**config.mk**
```make
export PLATFORM = sky130hd
export DESIGN_NAME = lmfs_rect_walk
export DESIGN_NICKNAME = d
export VERILOG_FILES = /design/src/hw/rtl/lmfs_pkg.sv /design/src/hw/rtl/lmfs_rect_walk.sv
export SDC_FILE = /design/constraint.sdc
export NUM_CORES = 1
export LEC_CHECK = 0
export CELL_PAD_IN_SITES_DETAIL_PLACEMENT = 0
export CELL_PAD_IN_SITES_GLOBAL_PLACEMENT = 2
export CORE_MARGIN = 5
export CORE_UTILIZATION = 40
export DETAILED_ROUTE_END_ITERATION = 8
export DONT_BUFFER_PORTS = 1
export PLACE_DENSITY_LB_ADDON = 0.05
export SLEW_MARGIN = 10
export SYNTH_ARGS = -nofsm -noshare
export SYNTH_HDL_FRONTEND = slang
export SYNTH_SLANG_ARGS = --single-unit
```
**constraint.sdc**
```tcl
create_clock -name clk -period 7.1 [get_ports clk]
set_clock_uncertainty 0.2 [all_clocks]
set_input_delay 1.42 -clock clk [delete_from_list [all_inputs] [get_ports clk]]
set_output_delay 1.42 -clock clk [all_outputs]
set_load 0.005 [all_outputs]
```
**src/hw/rtl/lmfs_pkg.sv**
```systemverilog
// Shared types and constants for the LED matrix framebuffer scanner.
// Used by lmfs_rect_walk and led_matrix_framebuffer_scanner; depends on nothing.
`default_nettype none

package lmfs_pkg;

  // Field widths of the stream beats.
  localparam int OP_W        = 3;
  localparam int ROW_IDX_W   = 5;
  localparam int COL_IDX_W   = 6;
  localparam int PIX_W       = 8;
  localparam int RECT_W_W    = 7;
  localparam int RECT_H_W    = 6;
  localparam int SUM_W       = 19;
  localparam int RGB_W       = 3;
  localparam int ROW_ADDR_W  = 4;
  localparam int COL_SH_W    = 6;
  localparam int IN_TDATA_W  = 32;
  localparam int OUT_TDATA_W = 40;
  localparam int OUT_PAD_W   = OUT_TDATA_W - (SUM_W + 1 + 2 * RGB_W + ROW_ADDR_W + COL_SH_W);

  // Width used for the rectangle edge checks.
  localparam int FIT_W = 9;

  typedef enum logic [OP_W-1:0] {
    OP_WRITE      = 3'd0,
    OP_ADD        = 3'd1,
    OP_CLEAR_ALL  = 3'd2,
    OP_CLEAR_RECT = 3'd3,
    OP_AREA_SUM   = 3'd4,
    OP_SCAN_STEP  = 3'd5
  } op_t;

  typedef enum logic [1:0] {
    W_IDLE,
    W_RUN,
    W_DRAIN,
    W_DONE
  } walk_state_t;

  // Request handed to the rectangle walker.
  typedef struct packed {
    logic                 sum_mode;
    logic                 report;
    logic                 full;
    logic [ROW_IDX_W-1:0] row;
    logic [COL_IDX_W-1:0] col;
    logic [RECT_W_W-1:0]  width;
    logic [RECT_H_W-1:0]  height;
  } walk_cmd_t;

  // Answer of a rectangle operation.
  typedef struct packed {
    logic             valid;
    logic [SUM_W-1:0] sum;
    logic             rejected;
  } walk_res_t;

endpackage

`default_nettype wire

```
**src/hw/rtl/lmfs_rect_walk.sv**
```systemverilog
// Rectangle walker: steps through a rectangle of the pixel store one entry per cycle,
// clearing it or summing it. Depends on lmfs_pkg.
`default_nettype none

module lmfs_rect_walk #(
  parameter int PANEL_ROWS = 32,
  parameter int PANEL_COLS = 64
) (
  input  wire logic                                     clk,
  input  wire logic                                     rst_n,
  input  wire logic                                     start,
  input  wire lmfs_pkg::walk_cmd_t                      cmd,
  output logic                                          busy,
  output logic                                          mem_re,
  output logic                                          mem_we,
  output logic [$clog2(PANEL_ROWS*PANEL_COLS)-1:0]      mem_addr,
  input  wire logic [lmfs_pkg::PIX_W-1:0]               rdata,
  input  wire logic                                     res_take,
  output lmfs_pkg::walk_res_t                           res
);

  import lmfs_pkg::*;

  localparam int AW  = $clog2(PANEL_ROWS * PANEL_COLS);
  localparam int RCW = $clog2(PANEL_ROWS + 1);
  localparam int CCW = $clog2(PANEL_COLS + 1);

  walk_state_t      state_r, state_nxt;
  logic [RCW-1:0]   row_r, row_nxt, row_end_r, row_end_nxt, row_inc;
  logic [CCW-1:0]   col_r, col_nxt, col0_r, col0_nxt, col_end_r, col_end_nxt, col_inc;
  logic             sum_mode_r, sum_mode_nxt;
  logic             report_r, report_nxt;
  logic             rejected_r, rejected_nxt;
  logic             rd_pend_r;
  logic [SUM_W-1:0] acc_r, acc_nxt;
  logic             fits, empty;

  assign fits = (FIT_W'(cmd.col) + FIT_W'(cmd.width) <= FIT_W'(PANEL_COLS)) &&
                (FIT_W'(cmd.row) + FIT_W'(cmd.height) <= FIT_W'(PANEL_ROWS));
  assign empty = (cmd.width == '0) || (cmd.height == '0);

  assign row_inc  = row_r + RCW'(1);
  assign col_inc  = col_r + CCW'(1);
  assign mem_addr = AW'(32'(row_r) * PANEL_COLS + 32'(col_r));

  always_comb begin
    state_nxt    = state_r;
    row_nxt      = row_r;
    col_nxt      = col_r;
    col0_nxt     = col0_r;
    row_end_nxt  = row_end_r;
    col_end_nxt  = col_end_r;
    sum_mode_nxt = sum_mode_r;
    report_nxt   = report_r;
    rejected_nxt = rejected_r;
    mem_re       = 1'b0;
    mem_we       = 1'b0;
    acc_nxt      = acc_r;
    if (rd_pend_r) begin
      acc_nxt = acc_r + SUM_W'(rdata);
    end
    unique case (state_r)
      W_IDLE: begin
        if (start) begin
          acc_nxt      = '0;
          sum_mode_nxt = cmd.sum_mode;
          report_nxt   = cmd.report;
          rejected_nxt = !cmd.full && !fits;
          if (cmd.full) begin
            row_nxt     = '0;
            col_nxt     = '0;
            col0_nxt    = '0;
            row_end_nxt = RCW'(PANEL_ROWS);
            col_end_nxt = CCW'(PANEL_COLS);
            state_nxt   = W_RUN;
          end else if (!fits || empty) begin
            state_nxt = cmd.report ? W_DONE : W_IDLE;
          end else begin
            row_nxt     = RCW'(cmd.row);
            col_nxt     = CCW'(cmd.col);
            col0_nxt    = CCW'(cmd.col);
            row_end_nxt = RCW'(FIT_W'(cmd.row) + FIT_W'(cmd.height));
            col_end_nxt = CCW'(FIT_W'(cmd.col) + FIT_W'(cmd.width));
            state_nxt   = W_RUN;
          end
        end
      end
      W_RUN: begin
        mem_re = sum_mode_r;
        mem_we = !sum_mode_r;
        if (col_inc == col_end_r) begin
          col_nxt = col0_r;
          row_nxt = row_inc;
          if (row_inc == row_end_r) begin
            if (sum_mode_r) begin
              state_nxt = W_DRAIN;
            end else begin
              state_nxt = report_r ? W_DONE : W_IDLE;
            end
          end
        end else begin
          col_nxt = col_inc;
        end
      end
      W_DRAIN: begin
        state_nxt = W_DONE;
      end
      W_DONE: begin
        if (res_take) begin
          state_nxt = W_IDLE;
        end
      end
      default: begin
        state_nxt = W_IDLE;
      end
    endcase
  end

  // After reset the walker sweeps the whole panel to clear the store.
  always_ff @(posedge clk) begin
    if (!rst_n) begin
      state_r    <= W_RUN;
      row_r      <= '0;
      col_r      <= '0;
      col0_r     <= '0;
      row_end_r  <= RCW'(PANEL_ROWS);
      col_end_r  <= CCW'(PANEL_COLS);
      sum_mode_r <= 1'b0;
      report_r   <= 1'b0;
      rd_pend_r  <= 1'b0;
    end else begin
      state_r    <= state_nxt;
      row_r      <= row_nxt;
      col_r      <= col_nxt;
      col0_r     <= col0_nxt;
      row_end_r  <= row_end_nxt;
      col_end_r  <= col_end_nxt;
      sum_mode_r <= sum_mode_nxt;
      report_r   <= report_nxt;
      rd_pend_r  <= mem_re;
    end
  end

  always_ff @(posedge clk) begin
    acc_r      <= acc_nxt;
    rejected_r <= rejected_nxt;
  end

  assign busy         = (state_r != W_IDLE);
  assign res.valid    = (state_r == W_DONE);
  assign res.sum      = acc_r;
  assign res.rejected = rejected_r;

endmodule

`default_nettype wire

```
; Word-level counts from Yosys, hierarchy flattened
; Index checks and enable logic that the tools add are counted.
[totals]
out_inout_bits = 35
register_bits = 58
elab_cells = 76
input_bits = 39
[op_classes]
eq_ne = 11
order_cmp = 2
add_sub_neg = 6
mux = 29
reduce_logical = 17
[ops]
columns = cell, n
row1 = two-way mux 19 bit, 3
row2 = two-way mux 7 bit, 6
row3 = two-way mux 6 bit, 6
row4 = adder 19 x 8 -> 19 bit, 1
row5 = two-way mux 2 bit, 9
row6 = one-hot mux 7 bit (2 select lines), 1
row7 = one-hot mux 6 bit (2 select lines), 1
row8 = adder 11 x 7 -> 11 bit, 1
row9 = != test 2 bit (second input constant), 5
row10 = <= comparator 9 x 6 -> 1 bit (second input constant), 1
row11 = <= comparator 9 x 7 -> 1 bit (second input constant), 1
row12 = adder 6 x 7 -> 8 bit, 1
row13 = one-hot mux 2 bit (4 select lines), 1
row14 = AND reduction 4 bit, 2
row15 = adder 5 x 6 -> 7 bit, 1
row16 = adder 7 x 1 -> 7 bit (second input constant), 1
row17 = equality test 7 bit, 1
row18 = logical NOT 7 bit, 1
row19 = adder 6 x 1 -> 6 bit (second input constant), 1
row20 = equality test 6 bit, 1
row21 = logical NOT 6 bit, 1
row22 = AND reduction 3 bit, 2
row23 = equality test 2 bit (second input constant), 2
row24 = nonzero test 2 bit, 2
row25 = other kinds (8), 13

; Depth between registers and ports, before layout
; Gate-level depths: netlist of run 1.
[depth]
depth_word = 9
mapped_depth = 12
ltp_nobuf = 11

; Worst setup path after synthesis of run 1
; No wires, ideal clock.
[synth_path]
kind = input to register
from = in cmd[0] (netlist bit)
to = reg row_end_r[3]
n_path_buf = 0
required_ps = 6784
path_stages = 10
slack_ps = 3111
arrival_ps = 3673
setup_time_ps = 116
path_cell_list = ha_1 fa_1 and3_1 or3_1 a221oi_1 o2111a_1 o21a_2 o21ai_2 and3_1 a41o_1
[synth_between]
elab_chain_cells = 7
word_cells_on_any_way = 11
cone_classes = add/sub (1) / order compare (1) / eq/ne (1) / mux (2) / reduce/logical (6)
[synth_lines]
columns = element, line
row1 = "start, declared", lmfs_rect_walk.sv:12  ; input wire lmfs_pkg::walk_cmd_t cmd,
row2 = adder 5 x 6 -> 7 bit, lmfs_rect_walk.sv:82  ; row_end_nxt = RCW'(FIT_W'(cmd.row) + FIT_W'(cmd.height));
row3 = <= comparator 9 x 6 -> 1 bit, lmfs_rect_walk.sv:39  ; (FIT_W'(cmd.row) + FIT_W'(cmd.height) <= FIT_W'(PANEL_ROWS));
row4 = logical AND 1 bit, lmfs_rect_walk.sv:38  ; assign fits = (FIT_W'(cmd.col) + FIT_W'(cmd.width) <= FIT_W'(PANEL_COLS)) &&
row5 = logical NOT 1 bit, lmfs_rect_walk.sv:76  ; end else if (!fits || empty) begin
row6 = logical OR 1 bit, lmfs_rect_walk.sv:76
row7 = != test 2 bit (no source line), --
row8 = AND reduction 3 bit (no source line), --
row9 = "end signal, assigned", lmfs_rect_walk.sv:126  ; row_end_r <= RCW'(PANEL_ROWS);
row10 = "end signal, assigned", lmfs_rect_walk.sv:136  ; row_end_r <= row_end_nxt;
row11 = "end, declared", lmfs_rect_walk.sv:29  ; logic [RCW-1:0] row_r, row_nxt, row_end_r, row_end_nxt, row_inc;
; Parallel ways exist; a longest one is shown, timed or not. The select of a mux whose other input is x is not followed.
; A chain may end at the register's enable or synchronous reset.

; Worst setup path in the final report of run 1
; Ends and elaborated chain as after synthesis.

==> flow_summary.toml, run 1 <==
[logic_synthesis]
synth.yosys.warnings = 0
synth_area_um2 = 3880
yosysSeqAreaShare = 0.296
synth_flop_cell = "dfxtp_1"
syn_inst = 478
ys_ff_latch = 57
synth_fp_nets = 543
yosysMostFrequentCell = "dfxtp_1"
async_reset_ff_frac = 0
syn_area_per_cell_um2 = 8.12
synth_top_area_frac = 0.289
synth_edf_count = 1
synth_commonest_cells = "dfxtp_1, nand2_1, nor2_1"
yosys.area.top_type = "dfxtp_1"
synth_cell_types = 62
synthTopCellsByArea = "dfxtp_1, ha_1, xnor2_1"

[die]
pin_count = 74
die_y_um = 109
die_w_um = 109
core_um2 = 9640
dieArea_um2 = 11800
num_rows = 36
start_util = 0.403

[pwr]
ir_drop_v = 0.0000731
power_density_nw_per_um2 = 185
leakage_nw = 1.63
finalPower_mw = 0.766

[placed_design]
place_hpwl_um = 7220
place.gp.congestion = 0.782
numPortBuffers = 0
dpl_cell_area_um2 = 3910

[clocking]
clk_pin_slew_worst_paths_ps = 70
cts_resized = 0
h-tree-depth = 3
clockBufferDepth = 2
cts_sinks = 57
cts_inserted_buffers = 9
insertion_delay_ps = 330
cts_tree = "yes"
hold_buffers = 0
postCtsSetupBuffers = 0
cts-root-buf = "clkbuf_8"

[finish]
final_cell_area_um2 = 4140
area_growth_pct = 6.54
diodes = 0
drive_above_1_share = 0.0647
fin_nets = 524

[timing]
finalHoldViolCount = 0
tns_ps = 0
slew_headroom = 0.408
fin_crit_ps = 4110
rsz0062_at_grt = "no"
tightest_slew_ps = 887
max_freq_mhz = 243
slew_viol_final = 0
setup_violations = 0
min_period_over_period = 0.578

[worst_setup_path]
critPathRequiredTime_ps = 7120
critical_path_class = "input port to flip-flop"
cp-start-kind = "input port"
end_kind = "flip-flop"
crit_fanout = 35
cp.arrival_ps = 4130

[drt]
post_drt_wl_per_cell_um = 15.9
wl_um = 9470
drc = 0
postRouteAntennaNets = 0
vias = 3173
vias_per_cell = 5.31
drt-initial-drc-count = 148
dr.pass1.iters = 5

[global_routing]
grtUsageTotal = 0.169
grt_first_pass_wirelength_um = 15700
grt_overflow = 0
antenna_found_initial = 0
grt_max_degree = 58
grt_pass1_vias = 3234

[flow_run]
max-cap-violations = 0

[worst_hold_path]
hold_path_class = "flip-flop to flip-flop"

[run_status]
status = "complete, no violations"
==> critical path, cell delays in order <==
cell,delay [ps]
ha_1,200
fa_1,420
and3_1,170
or3_1,370
a221oi_1,360
o2111a_1,230
o21a_2,220
o21ai_4,220
and3_1,320
a41o_1,200
==> report_power, final <==
| part | internal, mW | leakage [nW] | total, mW | switching (mW) |
|---|---|---|---|---|
| sequential | 0.326 | 0.461 | 0.333 | 0.00710 |
| clock | 0.201 | 0.114 | 0.333 | 0.132 |
| combinational | 0.0485 | 1.06 | 0.0999 | 0.0514 |
==> through the flow <==
stage / utilization / instances / hold slack (ps) / setup slack, ps
6_report: 0.429 / 597 / 263 / 2990
4_1_cts: 0.428 / 597 / 263 / 2840
2_1_floorplan: - / 478 / 235 / 3110
3_3_place_gp: 0.405 / 581 / 249 / 2560
5_1_grt: 0.429 / 597 / 293 / 2760
3_5_place_dp: 0.405 / 581 / 252 / 2490
==> routing by layer <==
layer,track usage,part of all wire,up-vias
met5,0,0,-
met4,0.0685,0.018,0
met3,0.0370,0.067,12
met2,0.271,0.44,78
met1,0.221,0.48,1430
li1,-,-,1653
==> flip-flops by register name, summed over array words and instances, names as in the netlist <==
name / cells
state_r: 2
acc_r: 19
rejected_r: 1
col0_r: 6
row_r: 6
row_end_r: 6
col_end_r: 7
col_r: 7
rd_pend_r: 1
sum_mode_r: 1
report_r: 1
==> layout by cell type (no fill, tap or decap), types with 5 or more instances in the layout <==
| cell | netlist | layout |
|---|---|---|
| dfxtp_1 | 56 | 56 |
| nand2_1 | 41 | 41 |
| nor2_1 | 39 | 39 |
| nand3_1 | 32 | 32 |
| o21ai_0 | 32 | 32 |
| xnor2_1 | 24 | 24 |
| ha_1 | 23 | 23 |
| a21oi_1 | 21 | 21 |
| xor2_1 | 16 | 16 |
| inv_1 | 15 | 15 |
| and3_1 | 11 | 11 |
| nand3b_1 | 11 | 11 |
| clkbuf_8 | 0 | 11 |
| nor3_1 | 10 | 10 |
| mux2i_1 | 9 | 9 |
| o21ai_1 | 9 | 9 |
| a31oi_1 | 8 | 8 |
| nor3b_1 | 7 | 7 |
| nor2b_1 | 6 | 6 |
| nand2b_1 | 6 | 6 |
| nand4_1 | 5 | 5 |
| o211ai_1 | 5 | 5 |
==> final timing paths <==
check,start,to,slack [ps],depth (start not counted)
worst max-delay path,cmd[0],row_end_r[3],2990,10
worst min register to register,col0_r[5],col0_r[5],260,2
worst max register to register,acc_r[0],acc_r[18],4330,11
worst min-delay path,col0_r[5],col0_r[5],260,2
==> final cells by class <==
cell class                      instances  area, um2
Clock inverter                          4       47.5
Timing Repair Buffer                    1       7.51
Clock buffer                           12        176
Multi-Input combinational cell        375       2530
Tap cell                              133        166
Inverter                               15       56.3
Fill cell                            1034       5500
Sequential cell                        57       1150
==> cells by family (layout without fill, tap and decap cells) <==
kind of cell | count (synthesis) | count (layout) | synth area share
fa+ha+maj | 26 | 26 | 0.0896
simple gates | 187 | 187 | 0.248
flops | 57 | 57 | 0.296
xor+xnor | 43 | 43 | 0.108
compound gates | 109 | 109 | 0.179
buf+inv | 46 | 32 | 0.0535
mux | 10 | 10 | 0.0261
Power figures use the tool's default switching activity.
==> run 2, diff against run 1 <==
Settings changed: CORE_UTILIZATION 40 to 37.
Clock period 7.1 ns to 3.8 ns, I/O delays scaled along.
==> flow_summary.toml, run 2 (synthesized netlist as in run 1, its figures left out) <==
[finish]
fillers = 1080
mostFrequentLayoutCell = "dfxtp_1"
final_cell_mix = "dfxtp_1, nand2_1, nor2_1"
largestRegisters = "acc_r (19), col_end_r (7), col_r (7)"
drive_above_1_share = 0.0687
top_register = "acc_r"
diodes = 0
largest_reg_flops = 19
area_growth_pct = 6.83
fin_nets = 526

[worst_setup_path]
crit_fanout = 24
path_delay_family = "compound AO/OA/AOI/OAI gates"
crit_cells = 10
critPathMaxStageDelay_ps = 420
cp-start-kind = "input port"
cp.arrival_ps = 3340
end_kind = "flip-flop"
path_cells = "ha_1 > fa_1 > and3_1 > or3_1 > a221oi_1 > o2111a_1 > o21a_2 > o21ai_2 > buf_4 > o31ai_1"
slowest_stage = "fa_1"
cp_num_buf_inv = 1
critPathRequiredTime_ps = 3850
critical_path_class = "input port to flip-flop"
reg2reg_depth = 9

[global_routing]
grtUsageTotal = 0.156
grt_max_degree = 58
antenna_found_initial = 0
grt_first_pass_wirelength_um = 15900
grt_pass1_vias = 3091
grt_overflow = 0

[clocking]
cts_inserted_buffers = 9
hold_buffers = 0
cts-root-buf = "clkbuf_8"
postCtsSetupBuffers = 0
cts_tree = "yes"
clockBufferDepth = 2
insertion_delay_ps = 330
cts_sinks = 57
h-tree-depth = 3
clk_pin_slew_worst_paths_ps = 70
cts_resized = 0

[die]
start_util = 0.378
dieArea_um2 = 12600
num_rows = 37
die_y_um = 112
die_w_um = 112
core_um2 = 10300
pin_count = 74

[timing]
finalHoldViolCount = 0
slew_viol_final = 0
holdWs_ps = 272
tns_ps = 0
setup_violations = 0
fin_crit_ps = 3300
rsz0062_at_grt = "no"
slew_headroom = 0.629
max_freq_mhz = 303
min_period_over_period = 0.868
worst_slack_ps = 503
tightest_slew_ps = 557

[drt]
top_layer = "met4"
drc = 0
postRouteAntennaNets = 0
wl_met1_um = 4720
drt-initial-drc-count = 233
wl_um = 9680
dr_wl_met3_um = 591
vias_per_cell = 5.32
dr.pass1.iters = 4
vias = 3204
post_drt_wl_per_cell_um = 16.1
dr_wl_met2_um = 4260

[run_status]
status = "complete, no violations"

[pwr]
leakage_nw = 1.64
ir_drop_v = 0.000121
power_density_nw_per_um2 = 348

[flow_run]
max-cap-violations = 0

[worst_hold_path]
holdPathStages = 2
hold_path_class = "flip-flop to flip-flop"

[placed_design]
place.gp.congestion = 0.771
pre_cts_ws_ps = 145
numPortBuffers = 0
place_hpwl_um = 7380
==> run 2: where the power goes <==
part / switching, mW / internal [mW]
Combinational: 0.0967 / 0.0908
Sequential: 0.0131 / 0.609
Clock: 0.256 / 0.376
==> run 2: final timing paths <==
| check | startpoint | to | slack (ps) |
|---|---|---|---|
| max | cmd[0] | col_end_r[2] | 500 |
| min reg2reg | col0_r[4] | col0_r[4] | 270 |
| max reg2reg | col_r[0] | state_r[0] | 940 |
| min | col0_r[4] | col0_r[4] | 270 |
==> run 2: stage by stage <==
| stage | util | power [mW] | std cells | cell area [um2] |
|---|---|---|---|---|
| final | 0.404 | 1.44 | 602 | 4150 |
| after global routing | 0.404 | 1.53 | 602 | 4150 |
| after CTS | 0.404 | 1.47 | 602 | 4150 |
| after detailed placement | 0.382 | 0.824 | 586 | 3920 |
| after global placement | 0.382 | 0.824 | 586 | 3920 |
| after floorplan | - | 0.804 | 478 | 3880 |
==> run 2: metal layers <==
| metal | vias up | track usage |
|---|---|---|
| li1 | 1667 | - |
| met1 | 1443 | 0.211 |
| met2 | 86 | 0.242 |
| met3 | 8 | 0.0394 |
| met4 | 0 | 0.0529 |
| met5 | - | 0 |
==> run 2: tightest hold or removal path, cell delays in order, from the launching register on <==
cell and delay [ps]:
dfxtp_1 310, nand3_1 50, o21ai_0 60
==> run 2: layout make-up <==
type                    count  area, um2  area share
inverters                  15       56.3      0.0136
repair buffers              3       22.5     0.00543
multi-input cells         375       2520       0.608
clock buffers              12        176      0.0425
well taps                 136        170      0.0410
clock inverters             4       47.5      0.0115
flip-flops and latches     57       1150       0.278
